--- config.mk ---
export PLATFORM = sky130hd
export DESIGN_NAME = small_aes_64bit_encrypt
export DESIGN_NICKNAME = d
export VERILOG_FILES = /design/src/design/saes64_pkg.sv /design/src/design/small_aes_64bit_encrypt.sv /design/src/design/saes64_keys.sv /design/src/design/saes64_round.sv
export SDC_FILE = /design/constraint.sdc
export NUM_CORES = 2
export LEC_CHECK = 0
export BUFFER_PORTS_ARGS = -buffer_cell sky130_fd_sc_hd__buf_2
export CAP_MARGIN = 15
export CORE_ASPECT_RATIO = 0.7
export CORE_MARGIN = 1
export CORE_UTILIZATION = 62
export DETAILED_ROUTE_END_ITERATION = 8
export HOLD_SLACK_MARGIN = 0.05
export PLACE_DENSITY = 0.91
export SETUP_SLACK_MARGIN = 0.15
export SLEW_MARGIN = 20
export SYNTH_ARGS = -nofsm -noshare
export SYNTH_HDL_FRONTEND = slang
export SYNTH_HIERARCHICAL = 1
export SYNTH_SLANG_ARGS = --single-unit
export TNS_END_PERCENT = 50
--- constraint.sdc ---
create_clock -name i_clk -period 4 [get_ports i_clk]
set_input_delay 0.4 -clock i_clk [delete_from_list [all_inputs] [get_ports i_clk]]
set_output_delay 0.4 -clock i_clk [all_outputs]
set_load 0.1 [all_outputs]
--- src/design/saes64_pkg.sv ---
// Shared types, constants and nibble functions for the small-scale
// 64-bit block cipher pipeline. No dependencies.
`default_nettype none

package saes64_pkg;

    localparam int BLK_W      = 64;
    localparam int NIB_W      = 4;
    localparam int NUM_NIBS   = BLK_W / NIB_W;
    localparam int ROUND_CNT  = 4;
    localparam int KEY_CNT    = ROUND_CNT + 1;
    localparam int KIDX_W     = 3;

    // Field polynomial x^4+x+1, low bits after reduction
    localparam logic [NIB_W-1:0] GF_POLY = 4'h3;

    typedef logic [BLK_W-1:0]  t_blk;
    typedef logic [NIB_W-1:0]  t_nib;
    typedef logic [KIDX_W-1:0] t_kidx;
    typedef t_blk [KEY_CNT-1:0] t_keys;

    // Register indexes of the key port
    typedef enum logic [KIDX_W-1:0] {
        KEY_WHITEN = 3'd0,
        KEY_RND1   = 3'd1,
        KEY_RND2   = 3'd2,
        KEY_RND3   = 3'd3,
        KEY_FINAL  = 3'd4
    } t_key_sel;

    function automatic t_nib sbox(input t_nib x);
        t_nib y;
        unique case (x)
            4'h0: y = 4'h6;
            4'h1: y = 4'hB;
            4'h2: y = 4'h5;
            4'h3: y = 4'h4;
            4'h4: y = 4'h2;
            4'h5: y = 4'hE;
            4'h6: y = 4'h7;
            4'h7: y = 4'hA;
            4'h8: y = 4'h9;
            4'h9: y = 4'hD;
            4'hA: y = 4'hF;
            4'hB: y = 4'hC;
            4'hC: y = 4'h3;
            4'hD: y = 4'h1;
            4'hE: y = 4'h0;
            4'hF: y = 4'h8;
            default: y = 4'h0;
        endcase
        return y;
    endfunction

    // Multiply by 2 in GF(2^4)
    function automatic t_nib xtime(input t_nib x);
        return {x[2:0], 1'b0} ^ (x[3] ? GF_POLY : 4'h0);
    endfunction

    // Multiply by 3 in GF(2^4)
    function automatic t_nib mul3(input t_nib x);
        return xtime(x) ^ x;
    endfunction

endpackage

`default_nettype wire

--- src/design/small_aes_64bit_encrypt.sv ---
// Top level: key registers, whitening stage and four round stages.
// Depends on saes64_pkg, saes64_keys, saes64_round.
//
//  channel   direction  handshake                 payload
//  s (in)    slave      i_s_tvalid / o_s_tready   i_s_tdata  = plaintext
//  m (out)   master     o_m_tvalid / i_m_tready   o_m_tdata  = ciphertext
//  cfg       write      i_cfg_we                  i_cfg_idx, i_cfg_data = key
//
// One block per cycle while the output beat is not stalled; a block passes
// the whitening register and one register per round, the last being the output register.
// All stages advance together; while the output beat waits, the whole
// pipeline holds, otherwise empty stages fill.
// Reset (synchronous, active low) clears the stage valid bits and the keys.
`default_nettype none

module small_aes_64bit_encrypt (
    input  wire                 i_clk,
    input  wire                 i_rst_n,
    input  wire                 i_s_tvalid,
    output logic                o_s_tready,
    input  saes64_pkg::t_blk    i_s_tdata,   // [63:0] plaintext
    output logic                o_m_tvalid,
    input  wire                 i_m_tready,
    output saes64_pkg::t_blk    o_m_tdata,   // [63:0] ciphertext
    input  wire                 i_cfg_we,
    input  saes64_pkg::t_kidx   i_cfg_idx,
    input  saes64_pkg::t_blk    i_cfg_data
);
    import saes64_pkg::*;

    t_keys w_keys;
    logic  w_en;
    logic  r_wvalid;
    t_blk  r_wblk;
    logic  w_valid [ROUND_CNT+1];
    t_blk  w_blk   [ROUND_CNT+1];

    saes64_keys u_keys (
        .i_clk      (i_clk),
        .i_rst_n    (i_rst_n),
        .i_cfg_we   (i_cfg_we),
        .i_cfg_idx  (i_cfg_idx),
        .i_cfg_data (i_cfg_data),
        .o_keys     (w_keys)
    );

    // Pipeline advances unless the output beat is stalled
    assign w_en       = !o_m_tvalid || i_m_tready;
    assign o_s_tready = w_en;

    // Whitening stage
    always_ff @(posedge i_clk) begin
        if (!i_rst_n) begin
            r_wvalid <= 1'b0;
        end else if (w_en) begin
            r_wvalid <= i_s_tvalid;
        end
    end

    always_ff @(posedge i_clk) begin
        if (w_en) begin
            r_wblk <= i_s_tdata ^ w_keys[0];
        end
    end

    assign w_valid[0] = r_wvalid;
    assign w_blk[0]   = r_wblk;

    // Round stages; the final one skips MixColumns
    for (genvar g = 1; g <= ROUND_CNT; g++) begin : g_round
        saes64_round u_round (
            .i_clk   (i_clk),
            .i_rst_n (i_rst_n),
            .i_en    (w_en),
            .i_mix   (g != ROUND_CNT),
            .i_valid (w_valid[g-1]),
            .i_blk   (w_blk[g-1]),
            .i_key   (w_keys[g]),
            .o_valid (w_valid[g]),
            .o_blk   (w_blk[g])
        );
    end

    assign o_m_tvalid = w_valid[ROUND_CNT];
    assign o_m_tdata  = w_blk[ROUND_CNT];

`ifndef SYNTHESIS
    // A held pipeline keeps every stage's valid bit
    a_hold_valid: assert property (@(posedge i_clk) disable iff (!i_rst_n)
        !w_en |=> ($stable(r_wvalid) && $stable(w_valid[1]) && $stable(w_valid[2])
                   && $stable(w_valid[3]) && $stable(o_m_tvalid)))
        else $error("stage valid changed while stalled");

    // An accepted beat reaches the whitening stage
    a_enter: assert property (@(posedge i_clk) disable iff (!i_rst_n)
        (i_s_tvalid && o_s_tready) |=> (r_wvalid && r_wblk == ($past(i_s_tdata)
                                        ^ $past(w_keys[0]))))
        else $error("accepted beat not captured");

    // Reset empties the output stage
    a_reset: assert property (@(posedge i_clk)
        !i_rst_n |=> !o_m_tvalid)
        else $error("output valid after reset");

    // A final-key write lands in the register file
    a_key_wr: assert property (@(posedge i_clk) disable iff (!i_rst_n)
        (i_cfg_we && i_cfg_idx == KEY_FINAL) |=> w_keys[4] == $past(i_cfg_data))
        else $error("final key write lost");
`endif

endmodule

`default_nettype wire

--- src/design/saes64_keys.sv ---
// Round key register file, written through the plain configuration port.
// Depends on saes64_pkg.
`default_nettype none

module saes64_keys (
    input  wire                 i_clk,
    input  wire                 i_rst_n,
    input  wire                 i_cfg_we,
    input  saes64_pkg::t_kidx   i_cfg_idx,
    input  saes64_pkg::t_blk    i_cfg_data,
    output saes64_pkg::t_keys   o_keys
);
    import saes64_pkg::*;

    t_keys r_keys;
    t_keys n_keys;

    // Decode the write; indexes past the last key are dropped
    always_comb begin
        n_keys = r_keys;
        if (i_cfg_we) begin
            unique case (i_cfg_idx)
                KEY_WHITEN: n_keys[0] = i_cfg_data;
                KEY_RND1:   n_keys[1] = i_cfg_data;
                KEY_RND2:   n_keys[2] = i_cfg_data;
                KEY_RND3:   n_keys[3] = i_cfg_data;
                KEY_FINAL:  n_keys[4] = i_cfg_data;
                default:    n_keys = r_keys;
            endcase
        end
    end

    always_ff @(posedge i_clk) begin
        if (!i_rst_n) begin
            r_keys <= '0;
        end else begin
            r_keys <= n_keys;
        end
    end

    assign o_keys = r_keys;

endmodule

`default_nettype wire

--- src/design/saes64_round.sv ---
// One cipher round as a pipeline stage: S-box, ShiftRows, optional
// MixColumns, key add, then the stage register. Depends on saes64_pkg.
`default_nettype none

module saes64_round (
    input  wire                 i_clk,
    input  wire                 i_rst_n,
    input  wire                 i_en,
    input  wire                 i_mix,
    input  wire                 i_valid,
    input  saes64_pkg::t_blk    i_blk,
    input  saes64_pkg::t_blk    i_key,
    output logic                o_valid,
    output saes64_pkg::t_blk    o_blk
);
    import saes64_pkg::*;

    logic r_valid;
    t_blk r_blk;
    t_blk n_blk;
    t_nib sub [NUM_NIBS];
    t_nib mix [NUM_NIBS];
    t_blk w_pre;

    // S-box with ShiftRows folded in: row r rotated left by r
    always_comb begin
        for (int r = 0; r < 4; r++) begin
            for (int c = 0; c < 4; c++) begin
                sub[r*4 + c] = sbox(i_blk[NIB_W*(r*4 + ((c + r) % 4)) +: NIB_W]);
            end
        end
    end

    // MixColumns, circulant (2,3,1,1)
    always_comb begin
        for (int c = 0; c < 4; c++) begin
            for (int r = 0; r < 4; r++) begin
                mix[r*4 + c] = xtime(sub[((r + 0) % 4)*4 + c])
                             ^ mul3(sub[((r + 1) % 4)*4 + c])
                             ^ sub[((r + 2) % 4)*4 + c]
                             ^ sub[((r + 3) % 4)*4 + c];
            end
        end
    end

    always_comb begin
        for (int i = 0; i < NUM_NIBS; i++) begin
            w_pre[NIB_W*i +: NIB_W] = i_mix ? mix[i] : sub[i];
        end
        n_blk = w_pre ^ i_key;
    end

    // Stage register; valid cleared by reset, data held when stalled
    always_ff @(posedge i_clk) begin
        if (!i_rst_n) begin
            r_valid <= 1'b0;
        end else if (i_en) begin
            r_valid <= i_valid;
        end
    end

    always_ff @(posedge i_clk) begin
        if (i_en) begin
            r_blk <= n_blk;
        end
    end

    assign o_valid = r_valid;
    assign o_blk   = r_blk;

endmodule

`default_nettype wire
==> flow_metrics.tcl <==
set metrics [dict create \
    status "finished clean" \
    start_util_pct 62.7 \
    routed_wl_mm 124 \
    grt_pass1_vias 31400 \
    synth-main-ff-cell "dfxtp_1" \
    fin_crit_sh_pct 77.9 \
    clock.fmax_ghz 0.321 \
    synth_top_area_share_pct 20.4 \
    cp_num_buf_inv 1 \
    end_kind "flop" \
    htreeDepth 3 \
    area_growth_pct 7.27 \
    fin_area_um2 50500 \
    die_w_um 332 \
    cp.arrival_ps 3460 \
    cts_sinks 645 \
    yosysWarnings 6 \
    crit-reg2reg-launch "g_round[1].u_round/o_blk[37]" \
    dieHeight_um 233 \
    rows 84 \
    startpoint_type "flop" \
    slowest_delay_ps 620 \
    setup-tns-final_ps 0 \
    clkLatencyLatePin_ps 630 \
    io_pins 202 \
    cts_inserted_buffers 68 \
    synth_area_um2 47100 \
    yosys.area_share.simple_pct 6.99 \
    cp_slowest_cell "a21oi_1" \
    worstSetupPathType "reg2reg" \
    core_um2 75100 \
    synth.most_common_cell "xnor2_1" \
    track_usage_pct 31.5 \
    drive_gt1_share_pct 13.3 \
    yosys-top-cells-area "edfxtp_1 20%, dfxtp_1 14%, xnor2_1 12%" \
    path_cells "inv_1 > ha_1 > nor3_1 > a21oi_1 > xnor2_1 > xnor2_1 > xnor2_1 > a21oi_1 > xnor2_1" \
    yosys.area.top_type "edfxtp_1" \
    hold_path.class "in2reg" \
    die_area_um2 77100 \
    placed_cell_area_um2 48200 \
    clockBufferDepth 3 \
    reg2regPathDepth 9 \
    async_flop_share_pct 0 \
    drc_errors 0 \
    synthTopCellsByCount "671 x xnor2_1, 587 x mux2i_1, 449 x nand2_1" \
    reg2reg_slack_ps 880 \
    drv_cap 0 \
    synthAdderAreaFrac_pct 9.03 \
    worstMarginPinSlew_ps 1040 \
    slew_violations 0 \
    synthMuxAreaShare_pct 16.8 \
    period_minus_slack_ps 3120 \
    antenna_found_initial 3 \
    ant_nets 0 \
    rr_endpoint "g_round[2].u_round/o_blk[45]" \
    synth_compound_area_share_pct 5.52 \
    grt_pass1_wl_mm 186 \
    drtIter0Drc 3486 \
    grt-ovfl-total 0 \
    rsz0062_at_grt "no" \
    cts_tree "done" \
    clkSlewWorstSetupHoldPaths_ps 60 \
    num_vias 32500 \
    whs_endpoint "r_wblk[47]" \
    ys_seq_area_share_pct 34.2 \
    final.fill_count 5173 \
    finalHoldViolCount 0 \
    finalNetCount 4907 \
    synth_cells 4351 \
    worstHoldPathCells 2 \
    dp_hpwl_mm 91.1 \
    post_cts_resized 0 \
    cp_common_cell "xnor2_1" \
    via_per_inst 5.93 \
    synth_xor_area_share_pct 22.5 \
    synth_top_family_by_area "XOR/XNOR gates" \
    setup_viol 0 \
    critPathMaxFanout 5 \
    firstDrtPassIters 6 \
    synth_edf_count 320 \
    min-delay-start "i_s_tdata[47]" \
    place.gp.congestion 0.952 \
    ys_types 58 \
    cp_top_family "compound AO/OA/AOI/OAI gates" \
    required_ps 4340 \
    clock_skew_ps 28.8 \
    slew_headroom_pct 30.3 \
    ys_ff_latch 645 \
    wl_per_cell_um 22.7 \
    cts_root_buffer "clkbuf_16" \
    synth_area_per_cell_um2 10.8 \
    grt_max_degree 140 \
    io_buffer_count 201 \
]
-- cell families after synthesis --
kind of cell,Yosys count
AOI/OAI and AO/OA,326
adders and majority gates,340
DFF,645
buffers and inverters,444
xor gates and xnor gates,1112
muxes,703
other,2
and+or+nand+nor,779
-- worst max path at each step --
| stage | start | to | slack [ps] | depth (start not counted) |
|---|---|---|---|---|
| after floorplan | g_round[4].u_round/o_valid | g_round[4].u_round/o_valid | 430 | 3 |
| after detailed placement | r_wblk[41] | g_round[1].u_round/o_blk[50] | 1100 | 9 |
| final | g_round[1].u_round/o_blk[37] | g_round[2].u_round/o_blk[45] | 880 | 9 |
| after global routing | g_round[1].u_round/o_blk[37] | g_round[2].u_round/o_blk[45] | 840 | 9 |
| after global placement | g_round[2].u_round/o_blk[21] | g_round[3].u_round/o_blk[17] | 1130 | 9 |
| after CTS | g_round[1].u_round/o_blk[9] | g_round[2].u_round/o_blk[59] | 1020 | 9 |
-- area by class of cell --
| type | count | area (um2) | area share (%) |
|---|---|---|---|
| Clock buffer | 95 | 2000 | 3.95 |
| Inverter | 216 | 811 | 1.60 |
| Clock inverter | 30 | 282 | 0.557 |
| Sequential cell | 645 | 16100 | 31.9 |
| Timing Repair Buffer | 233 | 1350 | 2.68 |
| Tap cell | 989 | 1240 | 2.45 |
| Antenna cell | 2 | 5.00 | 0.00990 |
| Multi-Input combinational cell | 3267 | 28700 | 56.9 |
-- routing by layer --
metal / wire length (um) / vias up / track usage [%] / part of all wire, %
li1: - / 14800 / - / -
met1: 50500 / 15800 / 42.3 / 41
met2: 55200 / 1548 / 49.0 / 44
met3: 12400 / 313 / 6.40 / 10
met4: 6110 / 0 / 14.8 / 4.9
met5: 0 / - / 0 / 0
-- state kept, by name, summed over array words and instances (netlist names) --
| register | count |
|---|---|
| u_keys/o_keys | 320 |
| g_round.u_round/o_blk | 256 |
| r_wblk | 64 |
| r_wvalid | 1 |
| g_round.u_round/o_valid | 4 |
-- per-stage QoR --
step           utilization [%]  worst slack (ps)  instances  hold WS (ps)
4_1_cts                   67.2              1020       5474          53.9
5_1_grt                   67.3               838       5475          69.0
6_report                  67.3               884       5477          85.2
3_3_place_gp              64.2              1130       5348           447
3_5_place_dp              64.2              1100       5348           459
2_1_floorplan                -               430       4356           434
-- worst reg2reg max path, cell delays in order, from the launching register on --
cell and delay [ps]:
edfxtp_1 470, inv_1 140, ha_1 180, nor3_1 70, a21oi_1 620, xnor2_1 310, xnor2_1 200, xnor2_1 210
a21oi_1 460, xnor2_1 170
-- what timing repair did --
item / 4_1_cts / 5_1_grt
buffers inserted: 0 / 0
setup endpoints to repair: 0 / 0
hold buffers: 1 / 0
hold endpoints to repair: 1 / 0
-- layout by cell type (no fill, tap or decap), drive strengths merged, types with 14 or more instances in the layout --
master | Yosys | layout
ha | 340 | 340
o22ai | 14 | 14
o32ai | 14 | 14
mux2 | 49 | 49
mux2i | 590 | 590
mux4 | 64 | 64
inv | 216 | 223
nor2 | 182 | 182
edfxtp | 320 | 320
xnor2 | 706 | 706
a21oi | 161 | 161
nand2 | 449 | 449
o31ai | 35 | 35
clkinv | 0 | 17
clkbuf | 60 | 96
o21ai | 36 | 36
xnor3 | 30 | 30
nor3 | 52 | 52
o22a | 35 | 35
buf | 168 | 231
and2 | 50 | 50
dfxtp | 325 | 325
xor2 | 376 | 376
a22oi | 24 | 24
nor2b | 26 | 26
Power is left out: the tool's default activity adds up to more than one toggle a clock period on the data nets, which glitch-free logic cannot reach.
